`src/sv/tun_pkg.sv`:
```
// tun_pkg: widths, payload types and helpers for the triangle unit normal block
// no dependencies; every other file of the block imports it

package tun_pkg;

  // field widths
  localparam int COORD_WIDTH  = 32;
  localparam int NORMAL_WIDTH = 16;

  // edge vectors, products and cross product components
  localparam int DIFF_W  = COORD_WIDTH + 1;
  localparam int PROD_W  = 2 * DIFF_W;
  localparam int CROSS_W = PROD_W + 1;
  localparam int SHIFT_W = $clog2(CROSS_W);

  // scaled components lie in [-2^30, 2^30)
  localparam int M_W   = 31;
  localparam int SQ_W  = 2 * M_W - 1;
  localparam int SUM_W = SQ_W + 2;

  // square root
  localparam int ROOT_W       = 32;
  localparam int RAD_W        = 2 * ROOT_W;
  localparam int REM_W        = ROOT_W + 2;
  localparam int SQRT_STEPS   = 2;
  localparam int SQRT_STAGES  = ROOT_W / SQRT_STEPS;

  // division
  localparam int QUO_W      = NORMAL_WIDTH;
  localparam int DVS_W      = ROOT_W + QUO_W + 1;
  localparam int DIV_STEPS  = 2;
  localparam int DIV_STAGES = (QUO_W + DIV_STEPS - 1) / DIV_STEPS;

  typedef logic signed [COORD_WIDTH-1:0]  coord_t;
  typedef logic signed [DIFF_W-1:0]       diff_t;
  typedef logic signed [PROD_W-1:0]       prod_t;
  typedef logic signed [CROSS_W-1:0]      cross_comp_t;
  typedef logic signed [M_W-1:0]          mcomp_t;
  typedef logic signed [NORMAL_WIDTH-1:0] normal_t;

  typedef struct packed {
    coord_t a_x, a_y, a_z;
    coord_t b_x, b_y, b_z;
    coord_t c_x, c_y, c_z;
  } vtx_t;

  typedef struct packed {
    cross_comp_t n_x, n_y, n_z;
  } cross_t;

  typedef struct packed {
    mcomp_t m_x, m_y, m_z;
    logic   degen;
  } mvec_t;

  typedef struct packed {
    logic [SUM_W-1:0] sum;
    mvec_t            m;
  } sum_pkt_t;

  typedef struct packed {
    logic [ROOT_W-1:0] len;
    mvec_t             m;
  } root_pkt_t;

  typedef struct packed {
    normal_t n_x, n_y, n_z;
    logic    degenerate;
  } norm_t;

  // exact difference of two coordinates
  function automatic diff_t coord_sub(coord_t a, coord_t b);
    return diff_t'({a[COORD_WIDTH-1], a} - {b[COORD_WIDTH-1], b});
  endfunction

endpackage

```
`src/sv/tun_sqrt.sv`:
```
// tun_sqrt: pipelined integer square root, two result bits per stage
// depends on tun_pkg

module tun_sqrt import tun_pkg::*; (
  input  logic      clk_i,
  input  logic      rst_ni,
  input  logic      valid_i,
  output logic      ready_o,
  input  sum_pkt_t  data_i,
  output logic      valid_o,
  input  logic      ready_i,
  output root_pkt_t data_o
);

  localparam int NS = SQRT_STAGES;

  logic [NS-1:0] v_q;
  logic [NS-1:0] en;

  logic [RAD_W-1:0]  rad_q  [NS];
  logic [REM_W-1:0]  rem_q  [NS];
  logic [ROOT_W-1:0] root_q [NS];
  mvec_t             pay_q  [NS];

  always_comb begin
    en[NS-1] = !v_q[NS-1] || ready_i;
    for (int s = NS - 2; s >= 0; s--) begin
      en[s] = !v_q[s] || en[s+1];
    end
  end

  assign ready_o    = en[0];
  assign valid_o    = v_q[NS-1];
  assign data_o.len = root_q[NS-1];
  assign data_o.m   = pay_q[NS-1];

  always_ff @(posedge clk_i or negedge rst_ni) begin
    if (!rst_ni) begin
      v_q <= '0;
    end else begin
      if (en[0]) v_q[0] <= valid_i;
      for (int s = 1; s < NS; s++) begin
        if (en[s]) v_q[s] <= v_q[s-1];
      end
    end
  end

  for (genvar s = 0; s < NS; s++) begin : g_stage
    logic [RAD_W-1:0]  rad_in, rad_d;
    logic [REM_W-1:0]  rem_in, rem_d;
    logic [ROOT_W-1:0] root_in, root_d;
    mvec_t             pay_in;

    if (s == 0) begin : g_first
      assign rad_in  = RAD_W'(data_i.sum);
      assign rem_in  = '0;
      assign root_in = '0;
      assign pay_in  = data_i.m;
    end else begin : g_next
      assign rad_in  = rad_q[s-1];
      assign rem_in  = rem_q[s-1];
      assign root_in = root_q[s-1];
      assign pay_in  = pay_q[s-1];
    end

    // bring in two radicand bits, try to set the next root bit
    always_comb begin
      logic [REM_W-1:0] rem2, trial;
      rad_d  = rad_in;
      rem_d  = rem_in;
      root_d = root_in;
      for (int j = 0; j < SQRT_STEPS; j++) begin
        rem2  = {rem_d[REM_W-3:0], rad_d[RAD_W-1 -: 2]};
        rad_d = rad_d << 2;
        trial = {root_d, 2'b01};
        if (rem2 >= trial) begin
          rem_d  = rem2 - trial;
          root_d = {root_d[ROOT_W-2:0], 1'b1};
        end else begin
          rem_d  = rem2;
          root_d = {root_d[ROOT_W-2:0], 1'b0};
        end
      end
    end

    always_ff @(posedge clk_i) begin
      if (en[s]) begin
        rad_q[s]  <= rad_d;
        rem_q[s]  <= rem_d;
        root_q[s] <= root_d;
        pay_q[s]  <= pay_in;
      end
    end
  end

endmodule

```
`config.mk`:
```
export PLATFORM = sky130hd
export DESIGN_NAME = tun_sqrt
export DESIGN_NICKNAME = d
export VERILOG_FILES = /design/src/sv/tun_pkg.sv /design/src/sv/tun_sqrt.sv
export SDC_FILE = /design/constraint.sdc
export NUM_CORES = 2
export LEC_CHECK = 0
export ABC_AREA = 1
export BUFFER_PORTS_ARGS = -buffer_cell sky130_fd_sc_hd__buf_2
export CORE_MARGIN = 3
export CORE_UTILIZATION = 51
export DETAILED_ROUTE_END_ITERATION = 10
export GPL_TIMING_DRIVEN = 0
export HOLD_SLACK_MARGIN = 0.06
export PLACE_DENSITY = 0.67
export SLEW_MARGIN = 20
export SYNTH_ARGS = -nofsm -noshare
export SYNTH_HDL_FRONTEND = slang
export SYNTH_SLANG_ARGS = --single-unit
```
`constraint.sdc`:
```
create_clock -name clk_i -period 73.9 [get_ports clk_i]
set_input_delay 18.475 -clock clk_i [delete_from_list [all_inputs] [get_ports clk_i]]
set_output_delay 18.475 -clock clk_i [all_outputs]
set_load 0.1 [all_outputs]
```
==> impl_metrics.csv <==
group,metric,value,unit
placed_design,dp_hpwl,295000,µm
global_route,track_usage,26.9,%
floorplanning,die_w,523,µm
setup_path,crit_end,"ready_o",
floorplanning,io_pins,289,
min_path,hp-class,"reg2reg",
setup_path,r2r_start,"v_q[15]",
sta,holdWs,349,ps
setup_path,reg2reg_depth,22,
clocking,clkSinkCount,2725,
synthesis,async_flop_share,0.587,%
setup_path,crit_required,55420,ps
sta,finalWorstSetupSlack,28910,ps
routing,firstDrtPassIters,8,
sta,skew,79.0,ps
setup_path,cp_slowest_stage_delay,640,ps
global_route,grt-ovfl-total,0,
synthesis,synth_cell_types,73,
pwr,p_leak,66.7,nW
clocking,postCtsSetupBuffers,0,
placed_design,place_area,143000,µm²
setup_path,path_cells,"buf_2, nor2_1, inv_8, nor2_1, inv_8, nor2_1, nand2_4, nor2_2, nand2_4, nor2_1, nand2_4, nor2_2, nand2_4, nor2_1, nand2_4, nor2_2, nand2_4, nor2_1, nand2_4, buf_16, buf_2",
global_route,grt_start_max_net_pins,89,
cells_and_area,fillers,23035,
cells_and_area,area_growth,12.0,%
routing,ant_nets,0,
setup_path,path_max_fanout,77,
sta,fin_tns_setup,0,ps
sta,period_share,60.9,%
global_route,grt_pass1_wl,556000,µm
setup_path,reg2reg_to,"rad_q[0][48]",
synthesis,synth_top_area_share,59.7,%
routing,avgRoutedWirePerCell,20.7,µm
floorplanning,row_count,189,
setup_path,critPathLaunchType,"input port",
sta,max_freq,22.2,MHz
synthesis,syn_area,136000,µm²
clocking,numCtsBuffers,288,
clocking,clockBufferDepth,4,
floorplanning,core,266000,µm²
routing,via_count,96285,
pwr,power_density,35.9,nW/µm²
global_route,antenna_found_initial,25,
clocking,clkLatencyLatePin,910,ps
setup_path,rrSetupSlack,64800,ps
sta,min_period,44990,ps
outcome,status,"complete, no violations",
cells_and_area,drive_above_1_share,7.82,%
setup_path,crit_start,"ready_i",
floorplanning,die_h,523,µm
setup_path,worstPathArrival,26520,ps
floorplanning,start_util,51.3,%
setup_path,critPathKind,"in2out",
global_route,grt_pass1_vias,91133,
synthesis,synth_area_leaders,"edfxtp_1, nand2_1, ha_1",
floorplanning,dieArea,274000,µm²
setup_path,slowest_stage,"nor2_1",
sta,hold_viol,0,
routing,drc,0,
job,drv_cap,0,
clocking,clkTransAtPathRegs,60,ps
sta,rsz0062_at_grt,"false",
cells_and_area,nets,15016,
sta,slew_viol_final,0,
sta,max_slew.worst_pin.slew,1130,ps
routing,routed_via_density,5.33,
synthesis,synth-seq-cells,2725,
placed_design,gp_congestion,0.974,
sta,setup_viol,0,
clocking,hold_buffers,0,
placed_design,pre_cts_ws,28840,ps
routing,drt_first_iter_violations,8174,
synthesis,synth_nets,14394,
cells_and_area,final_common_cell,"nand2_1",
setup_path,critical_path.most_common_cell,"nand2_4",
pwr,vdd_drop_max,0.0237,mV
cells_and_area,final_area,153000,µm²
setup_path,endpoint_kind,"primary output",
clocking,cts.repair.resized,0,
synthesis,synth_cells,13677,
sta,slew_headroom,23.6,%
synthesis,synth_edf_count,2709,
routing,routed_wl,374000,µm
clocking,cts_tree,"built",
cells_and_area,fin_util,57.5,%
placed_design,port_buffers,288,
synthesis,yosysSeqAreaShare,60.0,%
synthesis,yosys.area.top_type,"edfxtp_1",
synthesis,syn_avg_cell_area,9.97,µm²
clocking,clockRootBuffer,"clkbuf_16",
synthesis,ys_warn_count,0,
synthesis,synth-main-ff-cell,"edfxtp_1",
clocking,clock_tree.htree_level_count,5,
cells_and_area,final_cell_mix,"nand2_1, edfxtp_1, inv_1",
-- sequential cells by signal (all words and copies together) (netlist names) --
name,flops
pay_q,1504
rad_q,480
rem_q,453
root_q,272
v_q,16
-- critical path: cells and delay by family --
kind | cells | cell delay, ps
buffers and inverters | 5 | 1150
and+or+nand+nor | 16 | 6730
-- per-stage QoR --
stage	std cells	total power, W
finish	18063	0.00548
detailed placement	17542	0.00409
CTS	18057	0.00550
global route	18058	0.00581
floorplan	13677	0.00350
global placement	17498	0.00410
-- cells by family after synthesis --
logic type                 share of synthesized area, %
and+or+nand+nor                                    20.1
DFF                                                60.0
buffers and inverters                              5.53
AOI/OAI and AO/OA                                  6.32
adders and majority gates                          5.10
xor gates and xnor gates                           2.93
-- layout make-up --
type | count | area [µm²] | area share, %
sequential | 2725 | 81700 | 53.5
tap | 3533 | 4420 | 2.89
clock inverter | 164 | 1630 | 1.07
buffer | 155 | 978 | 0.641
timing repair buffer | 332 | 2610 | 1.71
multi-input combinational | 9048 | 47100 | 30.8
antenna | 6 | 15.0 | 0.00983
inverter | 1749 | 6640 | 4.35
clock buffer | 351 | 7570 | 4.96
-- how the worst min path moves through the flow --
stage,from,end,slack (ps),depth (start not counted)
2_1_floorplan,pay_q[0][6],pay_q[0][100],400,0
3_3_place_gp,pay_q[0][720],pay_q[1][62],400,0
3_5_place_dp,pay_q[0][22],pay_q[0][116],400,0
4_1_cts,pay_q[0][147],pay_q[0][241],340,0
5_1_grt,pay_q[0][688],pay_q[1][30],350,0
6_report,pay_q[0][572],pay_q[0][666],350,0
-- Yosys cell counts (160+ instances only) --
cell	number
xor2_1	267
nor3_1	160
a21oi_1	651
nor2_1	1256
nand3_1	795
o21ai_0	563
inv_1	1701
nand4_1	223
edfxtp_1	2709
ha_1	556
nand2_1	3699
xnor2_1	188
-- power by group --
group	switching [W]	internal, W	total, W
Sequential	0.000175	0.00207	0.00225
Clock	0.000591	0.000807	0.00140
Combinational	0.00131	0.000528	0.00184
-- routing by layer --
layer  vias up  global-route usage (%)  wire (µm)
met5         -                       0         23
met4         4                    9.13      14100
met3       614                    3.21      20600
met2      2803                    43.6     172000
met1     45219                    37.7     167000
li1      47645                       -          -
Note: power is estimated with default switching activity, not from simulation.
